File: config.mk
export PLATFORM = sky130hd
export DESIGN_NAME = trg_div
export DESIGN_NICKNAME = d
export VERILOG_FILES = /design/src/design/trg_pkg.sv /design/src/design/trg_div.sv
export SDC_FILE = /design/constraint.sdc
export NUM_CORES = 1
export LEC_CHECK = 0
export BUFFER_PORTS_ARGS = -buffer_cell sky130_fd_sc_hd__buf_2
export CORE_UTILIZATION = 60
export CTS_CLUSTER_SIZE = 20
export DETAILED_ROUTE_END_ITERATION = 10
export PLACE_DENSITY_LB_ADDON = 0.2
export SYNTH_ARGS = -nofsm -noshare
export SYNTH_HDL_FRONTEND = slang
export SYNTH_SLANG_ARGS = --single-unit
File: constraint.sdc
create_clock -name clk -period 28.3 [get_ports clk]
set_input_delay 5.66 -clock clk [delete_from_list [all_inputs] [get_ports clk]]
set_output_delay 5.66 -clock clk [all_outputs]
set_load 0.03 [all_outputs]
File: src/design/trg_pkg.sv
// ----------------------------------------------------------------------------
// trg_pkg
// Shared types, constants and register codes of the thrust gain estimator.
// ----------------------------------------------------------------------------
package trg_pkg;

  localparam int QUEUE_DEPTH = 100;
  localparam int QA_W = (QUEUE_DEPTH > 1) ? $clog2(QUEUE_DEPTH) : 1;
  localparam int QC_W = $clog2(QUEUE_DEPTH + 1);

  typedef enum logic [1:0] {
    OP_RECORD   = 2'd0,
    OP_ESTIMATE = 2'd1,
    OP_SAFE     = 2'd2,
    OP_RESET    = 2'd3
  } op_t;

  localparam int CFG_IDX_W = 3;
  localparam int CFG_DATA_W = 32;

  localparam logic [CFG_IDX_W-1:0] CFG_GRAVITY    = 3'd0;
  localparam logic [CFG_IDX_W-1:0] CFG_HOVER      = 3'd1;
  localparam logic [CFG_IDX_W-1:0] CFG_FORGETTING = 3'd2;
  localparam logic [CFG_IDX_W-1:0] CFG_INIT_COV   = 3'd3;
  localparam logic [CFG_IDX_W-1:0] CFG_MIN_AGE    = 3'd4;
  localparam logic [CFG_IDX_W-1:0] CFG_MAX_AGE    = 3'd5;

  localparam logic [30:0] GRAVITY_RESET    = 31'd642908;
  localparam logic [15:0] HOVER_RESET      = 16'd19661;
  localparam logic [16:0] FORGETTING_RESET = 17'd65405;
  localparam logic [31:0] INIT_COV_RESET   = 32'd1000000;
  localparam logic [15:0] MIN_AGE_RESET    = 16'd35;
  localparam logic [15:0] MAX_AGE_RESET    = 16'd45;
  // Default gravity over default hover throttle, truncated.
  localparam logic signed [31:0] GAIN_RESET = 32'sd2143004;

  // 0.95 in Q0.16.
  localparam logic [15:0] SAFE_SCALE = 16'd62259;

  localparam logic signed [31:0] S32_MAX = 32'sh7FFF_FFFF;
  localparam logic signed [31:0] S32_MIN = 32'sh8000_0000;

  localparam int MUL_W = 64;
  localparam int DIV_W = 128;

endpackage

File: src/design/trg_div.sv
// ----------------------------------------------------------------------------
// trg_div
// Unsigned 128 / 128 restoring divider, one quotient bit per cycle.
// ----------------------------------------------------------------------------
module trg_div (
  input  logic         clk,
  input  logic         rst,
  input  logic         start,
  input  logic [127:0] num,
  input  logic [127:0] den,
  output logic [127:0] quo,
  output logic         done
);
  import trg_pkg::*;

  localparam int CNT_W = $clog2(DIV_W + 1);

  logic [127:0]     rem;
  logic [127:0]     dsr;
  logic [CNT_W-1:0] cnt;
  logic             busy;
  logic [128:0]     rem_sh;
  logic [128:0]     diff;
  logic             take;

  always_comb begin
    rem_sh = {rem, quo[127]};
    diff   = rem_sh - {1'b0, dsr};
    take   = (rem_sh >= {1'b0, dsr});
  end

  always_ff @(posedge clk) begin
    if (rst) begin
      busy <= 1'b0;
      done <= 1'b0;
      cnt  <= '0;
    end else begin
      done <= 1'b0;
      if (start) begin
        busy <= 1'b1;
        rem  <= '0;
        quo  <= num;
        dsr  <= den;
        cnt  <= CNT_W'(DIV_W);
      end else if (busy) begin
        rem <= take ? diff[127:0] : rem_sh[127:0];
        quo <= {quo[126:0], take};
        cnt <= cnt - 1'b1;
        if (cnt == CNT_W'(1)) begin
          busy <= 1'b0;
          done <= 1'b1;
        end
      end
    end
  end

endmodule

==> flow_metrics.tcl <==
set metrics [dict create \
    clk_latency_ps 580 \
    p_sw_share_pct 32.3 \
    drcViolationCount 0 \
    antenna_found_initial 10 \
    io_pins 388 \
    port_buffers 387 \
    grt-ovfl-total 0 \
    root_buffer "clkbuf_16" \
    crit_top_cell "buf_4" \
    grtUsageTotal_pct 31.3 \
    pre_cts_slack_ps 19060 \
    drv_cap 0 \
    fin_tns_setup_ps 0 \
    synth_edf_count 384 \
    crit_family "buffers and inverters" \
    fillers 2944 \
    peakVddDrop_mv 0.0449 \
    syn_area_sq_mm 0.0239 \
    wirelength_um 64600 \
    synth_flop_cell "edfxtp_1" \
    hold_buffers 0 \
    htree_levels 2 \
    crit_buf_inv 4 \
    clkPwrFrac_pct 30.4 \
    r2r_slack_ps 22480 \
    syn_inst 2216 \
    synth_largest_area_cell "edfxtp_1" \
    routed_via_density 6.07 \
    cp_slowest_cell "buf_4" \
    synth_nets 2606 \
    avgSynthCellArea_sq_um 10.8 \
    tritoncts "done" \
    wl_per_cell_um 20.8 \
    multi_input_area_sq_mm 0.0111 \
    critPathMaxFanout 114 \
    core-area_sq_mm 0.0390 \
    ant_nets 0 \
    worstPathRequired_ps 28510 \
    cts.sinks 394 \
    status "completed" \
    cts_resized 0 \
    final_nets 2949 \
    hold_class "reg2reg" \
    ys_ff_latch 394 \
    grt_pass1_wl_um 100000 \
    finClkSkew_ps 16.8 \
    clock.fmax_ghz 0.117 \
    grt_pass1_vias 18407 \
    crit_path_start_kind "input port" \
    p_per_area_mw_per_mm2 65.5 \
    clock_tree.buffer_depth 3 \
    dp_hpwl_um 48300 \
    worst_pin_slew_ps 1180 \
    yosys_warnings 0 \
    synth_area_leaders "edfxtp_1 (48%), ha_1 (6.8%), mux2_2 (6.0%), a21oi_1 (3.8%), nor2_1 (3.4%)" \
    min_period_over_period_pct 30.1 \
    seq_area_frac_synth_pct 49.1 \
    gp_congestion 0.947 \
    grt_max_degree 115 \
    drive_gt1_share_pct 24.0 \
    die_area_sq_mm 0.0406 \
    path_class "in2reg" \
    hold_end "cnt[2]" \
    p_switching_uw 582 \
    synth_top_area_share_pct 48.2 \
    hold_depth 2 \
    vias 18881 \
    endpoint_kind "register" \
    r2r-end "rem[42]" \
    drv_slew 0 \
    final_cell_mix "buf_2 (386), edfxtp_1 (384), nor2_1 (216)" \
    setup_viol 0 \
    post-cts-setup-buffers 0 \
    p_int_mw 1.22 \
    maxSlewHeadroom_pct 19.4 \
    final_common_cell "buf_2" \
    ff_latch_area_sq_mm 0.0117 \
    slowest_delay_ps 880 \
    arrival_ps 8730 \
    rsz0062_at_grt "false" \
    path_clk_slew_ps 60 \
    power_mw 1.80 \
    hold_violations 0 \
    first_iter_violations 1547 \
    min_from "cnt[2]" \
    leakage_nw 11.5 \
    reg2regPathDepth 14 \
    cts_buffers 43 \
    dr.pass1.iters 6 \
    die_w_um 202 \
    combPwrFrac_pct 28.9 \
    die_y_um 202 \
    areaGrowthSynthToFinish_pct 14.9 \
    start_util_pct 61.3 \
    period_needed_ps 8530 \
    num_rows 72 \
    synthArstFlopShare_pct 0 \
    yosysUniqueCellTypes 89 \
    pwr-share-seq_pct 40.7 \
    path_cells "clkbuf_8 > inv_1 > a21oi_4 > buf_4 > buf_4" \
    r2r-start "rem[9]" \
    final.setup.worst_slack_ps 19770 \
]
==> flip-flops by register name (all words and copies together), names as in the netlist <==
| name | count |
|---|---|
| done | 1 |
| quo | 128 |
| dsr | 128 |
| rem | 128 |
| busy | 1 |
| cnt | 8 |
==> worst max path at each step <==
stage | endpoint | depth (start not counted) | startpoint | slack, ps
after floorplan | quo[0] | 3 | start | 9010
after global placement | quo[92] | 5 | start | 19240
after detailed placement | quo[93] | 5 | start | 19060
after CTS | quo[120] | 5 | start | 19660
after global routing | quo[92] | 5 | start | 19490
final | quo[119] | 5 | start | 19770
==> power by group through the flow <==
stage | clock network [mW] | registers, mW | logic, mW
after floorplan | 0 | 0.771 | 0.364
after global placement | 0 | 0.742 | 0.499
after detailed placement | 0 | 0.743 | 0.509
after CTS | 0.555 | 0.732 | 0.513
after global routing | 0.577 | 0.737 | 0.566
final | 0.547 | 0.733 | 0.520
==> routing by layer <==
| layer | routed length [um] | vias up | GRT usage, % |
|---|---|---|---|
| li1 | - | 8875 | - |
| met1 | 27000 | 9065 | 41.7 |
| met2 | 30300 | 803 | 50.6 |
| met3 | 4970 | 126 | 5.96 |
| met4 | 2270 | 12 | 11.9 |
| met5 | 75 | - | 0 |
==> metrics by stage <==
stage	utilization (%)	area (sq um)	std cells	hold WS [ps]
finish	70.4	27500	3113	506
global route	70.4	27500	3113	527
CTS	70.4	27500	3109	509
detailed placement	66.9	26100	3032	499
global placement	66.9	26100	3032	469
floorplan	-	23900	2216	457
==> layout make-up <==
class,count,share of cell area (%)
sequential,394,42.7
multi-input combinational,1552,40.3
inverter,170,2.32
antenna,4,0.0364
timing repair buffer,398,7.38
tap,518,2.36
clock buffer,53,4.05
clock inverter,24,0.852
==> logic make-up after synthesis <==
logic type               count (synthesis)  synth area share [%]
adder cells (fa/ha/maj)                131                  6.89
AND/OR/NAND/NOR                        537                  10.3
AO/OA/AOI/OAI                          557                  15.3
multiplexers                           200                  9.04
buffers and inverters                  270                  4.73
XOR/XNOR                               127                  4.65
flip-flops                             394                  49.1
==> worst min-delay path: stages, from the launching register on <==
cell and delay, ps:
dfxtp_1 330, nand2_1 70, a21oi_1 60
==> synthesized netlist by cell type (all sizes together), types with 5 or more instances <==
master,number
nand2b,9
nand4,58
nand2,132
nand3,20
a21o,57
nor3,29
and2,7
clkbuf,62
edfxtp,384
a221oi,7
ha,130
o31ai,8
nor2,218
a31oi,11
mux2,127
mux2i,73
or3,18
o21bai,39
a211oi,40
nor2b,5
or2,6
and3,10
inv,170
o21a,24
a21boi,12
buf,38
xnor2,78
nor4,15
dfxtp,10
a22o,17
xor2,49
a21oi,185
o21ai,108
(Power assumes the default switching activity.)
