$ cat config.mk
export PLATFORM = sky130hd
export DESIGN_NAME = trg_mul
export DESIGN_NICKNAME = d
export VERILOG_FILES = /design/src/design/trg_pkg.sv /design/src/design/trg_mul.sv
export SDC_FILE = /design/constraint.sdc
export NUM_CORES = 1
export LEC_CHECK = 0
export BUFFER_PORTS_ARGS = -buffer_cell sky130_fd_sc_hd__buf_2
export CAP_MARGIN = 30
export CORE_ASPECT_RATIO = 1.2
export CORE_UTILIZATION = 38
export CTS_CLUSTER_SIZE = 8
export DETAILED_ROUTE_END_ITERATION = 10
export GPL_TIMING_DRIVEN = 0
export HOLD_SLACK_MARGIN = 0.02
export RECOVER_POWER = 100
export SYNTH_ARGS = -nofsm -noshare
export SYNTH_HDL_FRONTEND = slang
export SYNTH_SLANG_ARGS = --single-unit
$ cat constraint.sdc
create_clock -name clk -period 16.7 [get_ports clk]
set_input_delay 2.505 -clock clk [delete_from_list [all_inputs] [get_ports clk]]
set_output_delay 2.505 -clock clk [all_outputs]
set_load 0.1 [all_outputs]
$ cat src/design/trg_pkg.sv
// ----------------------------------------------------------------------------
// trg_pkg
// Shared types, constants and register codes of the thrust gain estimator.
// ----------------------------------------------------------------------------
package trg_pkg;

  localparam int QUEUE_DEPTH = 100;
  localparam int QA_W = (QUEUE_DEPTH > 1) ? $clog2(QUEUE_DEPTH) : 1;
  localparam int QC_W = $clog2(QUEUE_DEPTH + 1);

  typedef enum logic [1:0] {
    OP_RECORD   = 2'd0,
    OP_ESTIMATE = 2'd1,
    OP_SAFE     = 2'd2,
    OP_RESET    = 2'd3
  } op_t;

  localparam int CFG_IDX_W = 3;
  localparam int CFG_DATA_W = 32;

  localparam logic [CFG_IDX_W-1:0] CFG_GRAVITY    = 3'd0;
  localparam logic [CFG_IDX_W-1:0] CFG_HOVER      = 3'd1;
  localparam logic [CFG_IDX_W-1:0] CFG_FORGETTING = 3'd2;
  localparam logic [CFG_IDX_W-1:0] CFG_INIT_COV   = 3'd3;
  localparam logic [CFG_IDX_W-1:0] CFG_MIN_AGE    = 3'd4;
  localparam logic [CFG_IDX_W-1:0] CFG_MAX_AGE    = 3'd5;

  localparam logic [30:0] GRAVITY_RESET    = 31'd642908;
  localparam logic [15:0] HOVER_RESET      = 16'd19661;
  localparam logic [16:0] FORGETTING_RESET = 17'd65405;
  localparam logic [31:0] INIT_COV_RESET   = 32'd1000000;
  localparam logic [15:0] MIN_AGE_RESET    = 16'd35;
  localparam logic [15:0] MAX_AGE_RESET    = 16'd45;
  // Default gravity over default hover throttle, truncated.
  localparam logic signed [31:0] GAIN_RESET = 32'sd2143004;

  // 0.95 in Q0.16.
  localparam logic [15:0] SAFE_SCALE = 16'd62259;

  localparam logic signed [31:0] S32_MAX = 32'sh7FFF_FFFF;
  localparam logic signed [31:0] S32_MIN = 32'sh8000_0000;

  localparam int MUL_W = 64;
  localparam int DIV_W = 128;

endpackage

$ cat src/design/trg_mul.sv
// ----------------------------------------------------------------------------
// trg_mul
// Unsigned 64 x 64 shift-and-add multiplier, one multiplier bit per cycle.
// ----------------------------------------------------------------------------
module trg_mul (
  input  logic         clk,
  input  logic         rst,
  input  logic         start,
  input  logic [63:0]  a,
  input  logic [63:0]  b,
  output logic [127:0] prod,
  output logic         done
);
  import trg_pkg::*;

  localparam int CNT_W = $clog2(MUL_W + 1);

  logic [127:0]     mcand;
  logic [63:0]      mplier;
  logic [CNT_W-1:0] cnt;
  logic             busy;

  always_ff @(posedge clk) begin
    if (rst) begin
      busy <= 1'b0;
      done <= 1'b0;
      cnt  <= '0;
    end else begin
      done <= 1'b0;
      if (start) begin
        busy   <= 1'b1;
        prod   <= '0;
        mcand  <= {64'd0, a};
        mplier <= b;
        cnt    <= CNT_W'(MUL_W);
      end else if (busy) begin
        if (mplier[0]) begin
          prod <= prod + mcand;
        end
        mcand  <= {mcand[126:0], 1'b0};
        mplier <= {1'b0, mplier[63:1]};
        cnt    <= cnt - 1'b1;
        if (cnt == CNT_W'(1)) begin
          busy <= 1'b0;
          done <= 1'b1;
        end
      end
    end
  end

endmodule

==> impl_results.rst <==
.. list-table::
   :header-rows: 1

   * - Metric
     - Value
   * - Run status
     - complete, but fails checks
   * - Violations in the final reports
     - capacitance limit, slew limit
   * - Wirelength, routed
     - roughly 63,000 um
   * - TritonCTS sink count
     - 329
   * - Clock tree from TritonCTS
     - done
   * - ANT cells
     - 0
   * - Setup tns final
     - 0 ps
   * - Type of the most critical hold path
     - reg2reg
   * - Antenna violations before repair
     - 5
   * - Met2 usage
     - 0.374
   * - Grt met3 use
     - 0.0468
   * - Maximum VDD drop
     - about 0.000084 V
   * - Filler cell count
     - between 5,000 and 6,000
   * - Period Utilization, post-route
     - 0.533
   * - HPWL reported at the end of detailed placement
     - between 40,000 and 50,000 um
   * - Count of antenna-violating nets left after detailed routing
     - 0
   * - X dimension of the die
     - ~220 um
   * - Effective utilization at floorplan
     - 0.384
   * - Buffers on Ports
     - between 200 and 300
   * - Worst skew pair latency
     - 600 ps
   * - Area leader, netlist
     - sky130_fd_sc_hd__edfxtp_1
   * - Arrival time at the worst endpoint
     - roughly 9000 ps
   * - Number of instances resized during post-cts repair
     - 0
   * - Critical-path maximum fanout
     - between 50 and 60
   * - Share of post-route cells with drive strength above 1
     - 0.146
   * - Total placed instance area
     - between 20,000 and 25,000 sq um
   * - Required time at the worst-slack endpoint
     - about 17,000 ps
   * - Final non-filler cell area
     - between 20,000 and 25,000 sq um
   * - Leakage power figure
     - around 0.0090 uW
   * - Average wire per cell in the routed design
     - 20.2 um
   * - Startpoint of the worst register-to-register path
     - busy$_SDFF_PP0_
   * - Total standard cell area after synthesis
     - about 21,000 sq um
   * - Pin count of the biggest net entering global routing
     - 53
   * - Post-Synthesis Cells
     - about 2,100
   * - Number of library cell types mapped by synthesis
     - 85
   * - Largest cells by area after synthesis
     - sky130_fd_sc_hd__edfxtp_1, sky130_fd_sc_hd__ha_1, sky130_fd_sc_hd__mux2_2, sky130_fd_sc_hd__a21oi_1, sky130_fd_sc_hd__nor2_1
   * - Drt first-iter violations
     - 959
   * - Post-synthesis mux area share
     - 0.0696
   * - Max frequency
     - approximately 0.11 GHz
   * - Layer with the highest usage
     - met2
   * - Cells after DPL
     - 3,043
   * - Core footprint
     - 54,800 sq um
   * - Number of setup buffers added after CTS
     - 0
   * - Count of flip-flops with a built-in enable after synthesis
     - 320
   * - Synth-to-layout area growth
     - 15.7%
   * - Pins Over Slew Limit
     - roughly 240
   * - Clock slew at reported path FFs
     - ~50 ps
   * - R2r setup slk
     - 10,120 ps
   * - Final non-filler cell total
     - a little over 3,000
   * - Endpoint of the worst register-to-register path
     - prod[47]$_SDFFCE_PP0P_
   * - Power density cells
     - 112 nW/um^2
   * - Number of primary I/O pins
     - 260
   * - Sequential area share after synthesis
     - 0.465
   * - Maximum clock insertion buffer count
     - 3
   * - M1 GR Usage
     - 0.261
   * - Share of the synthesized area in compound gates (AO/OA/AOI/OAI)
     - 0.162
   * - Synth Warn #
     - 0
   * - Global-route wire length before repair
     - between 90,000 and 100,000 um
   * - Placer's final routability congestion estimate
     - between 0.9 and 1
   * - Critical path capture point
     - prod[47]$_SDFFCE_PP0P_
   * - Category of the most critical setup path
     - in2reg
   * - Unrepaired setup endpoints after global routing
     - no
   * - Post-Synth Simple-Gate Area
     - 0.146
   * - Remaining global-route overflow
     - 0
   * - Hold buffers post-CTS
     - 0
   * - Vias in the first global route
     - 17,100
   * - Maxcap violations
     - 9
   * - Post-Syn Area per Cell
     - approximately 10 sq um
   * - Total power consumption of the routed design
     - between 2000 and 3000 uW
   * - Post-synthesis register bit count
     - 329
   * - Most common cell after layout, fill and taps aside
     - sky130_fd_sc_hd__edfxtp_1
   * - Largest family of logic cells by synthesized area
     - compound AO/OA/AOI/OAI gates
   * - Area share of the leading cell type in the synthesized netlist
     - 0.457
   * - Final hold viol count
     - 0
   * - Number of buffers added by the clock tree synthesis step
     - 47
   * - Worst max-slew margin expressed relative to the limit
     - -0.768
   * - Reg2reg path depth
     - 6
   * - Most frequent cells in the layout
     - sky130_fd_sc_hd__edfxtp_1, sky130_fd_sc_hd__nor2_1, sky130_fd_sc_hd__clkbuf_1
   * - DRC violations left
     - 0
   * - Top FF cell, synth
     - sky130_fd_sc_hd__edfxtp_1
   * - Period minus WS final
     - 8900 ps
   * - Final setup violation count
     - 0
   * - Parity-gate share of the synthesized area counting xor and xnor cells
     - 0.0521
   * - Num rows
     - 94
   * - Root buffer cell
     - sky130_fd_sc_hd__clkbuf_16
   * - Number of nets in the finished design
     - roughly 2,600
   * - Worst Skew
     - 27.3 ps
   * - Detailed-router iteration count before antenna repair
     - 5
   * - Crit start category
     - input pin
   * - Async SR Flop Fraction
     - 0
   * - CP startpoint
     - start
   * - Max H-tree Level
     - 2
   * - Die outline area
     - between 50,000 and 60,000 sq um
   * - Sort of element at the end of the critical path
     - register
   * - Y dimension of the die
     - about 260 um
   * - Synthesized net count
     - roughly 2,300
   * - Vias per inst
     - around 5.4
   * - Adder-Cell Fraction of Synth Area
     - 0.0777
   * - Total global routing track utilization
     - 0.218
   * - Least-Margin Pin Slew
     - roughly 2700 ps
   * - Routed vias
     - around 17,000
layer usage:
metal / part of all wire / vias to the layer above
met4: 0.043 / 10
met5: 0.0010 / -
li1: - / 8211
met2: 0.48 / 464
met1: 0.42 / 8039
met3: 0.054 / 156
worst min-delay path by stage:
stage / depth (start not counted) / slack [ps] / to / start
after floorplan: 2 / 470 / cnt[1]$_SDFFE_PP0P_ / cnt[1]$_SDFFE_PP0P_
after global placement: 2 / 480 / cnt[1]$_SDFFE_PP0P_ / cnt[1]$_SDFFE_PP0P_
after detailed placement: 2 / 500 / cnt[1]$_SDFFE_PP0P_ / cnt[1]$_SDFFE_PP0P_
after CTS: 2 / 510 / cnt[1]$_SDFFE_PP0P_ / cnt[1]$_SDFFE_PP0P_
after global routing: 1 / 550 / mplier[16]$_DFFE_PP_ / mplier[17]$_DFFE_PP_
final: 2 / 520 / cnt[1]$_SDFFE_PP0P_ / cnt[1]$_SDFFE_PP0P_
registers in the layout, summed over array words and instances (netlist names):
signal / cells
busy: 1
cnt: 7
done: 1
mcand: 128
mplier: 64
prod: 128
area by class of cell:
cell class / instances / area [sq um] / share of cell area
plain buffers: 95 / 377 / 0.0155
clock buffers: 55 / 1210 / 0.0496
clock inverters: 6 / 92.6 / 0.00380
inverters: 52 / 195 / 0.00802
multi-input cells: 1580 / 10600 / 0.435
flip-flops and latches: 329 / 9790 / 0.402
well taps: 720 / 901 / 0.0370
repair buffers: 267 / 1190 / 0.0488
worst max-delay path, cell delays in order:
cell and delay, ps:
sky130_fd_sc_hd__clkbuf_1 230, sky130_fd_sc_hd__clkbuf_1 580, sky130_fd_sc_hd__nor2_1 90, sky130_fd_sc_hd__nor2_1 1220
sky130_fd_sc_hd__clkbuf_1 910, sky130_fd_sc_hd__o21a_1 1230, sky130_fd_sc_hd__clkbuf_1 1950, sky130_fd_sc_hd__buf_16 310
logic make-up (layout without fill, tap and decap cells):
family / Yosys count / after routing
multiplexers: 130 / 130
XOR/XNOR: 125 / 125
buffers and inverters: 147 / 475
AO/OA/AOI/OAI: 538 / 538
adder cells (fa/ha/maj): 130 / 130
flip-flops: 329 / 329
AND/OR/NAND/NOR: 657 / 657
where the power goes:
group	switching (uW)	leakage, uW	internal, uW
Combinational	577	0.00523	231
Clock	371	0.000628	507
Sequential	35.6	0.00315	995
per-stage QoR:
step	worst slack [ps]	hold slack, ps	util
after CTS	11460	508	0.451
after detailed placement	10850	501	0.427
final	7800	515	0.444
after global placement	-3690	480	0.424
after floorplan	1940	469	-
after global routing	7140	554	0.444
synth_stat cells, types with 31 or more instances:
library cell	instances
sky130_fd_sc_hd__a21o_1	47
sky130_fd_sc_hd__a21oi_1	206
sky130_fd_sc_hd__clkbuf_1	80
sky130_fd_sc_hd__edfxtp_1	320
sky130_fd_sc_hd__ha_1	129
sky130_fd_sc_hd__inv_1	52
sky130_fd_sc_hd__mux2_2	128
sky130_fd_sc_hd__nand2_1	160
sky130_fd_sc_hd__nand4_1	56
sky130_fd_sc_hd__nor2_1	254
sky130_fd_sc_hd__nor2b_1	76
sky130_fd_sc_hd__nor3_1	32
sky130_fd_sc_hd__o21ai_0	116
sky130_fd_sc_hd__o21bai_1	31
sky130_fd_sc_hd__xnor2_1	71
sky130_fd_sc_hd__xor2_1	54
Power figures use the tool's default switching activity.
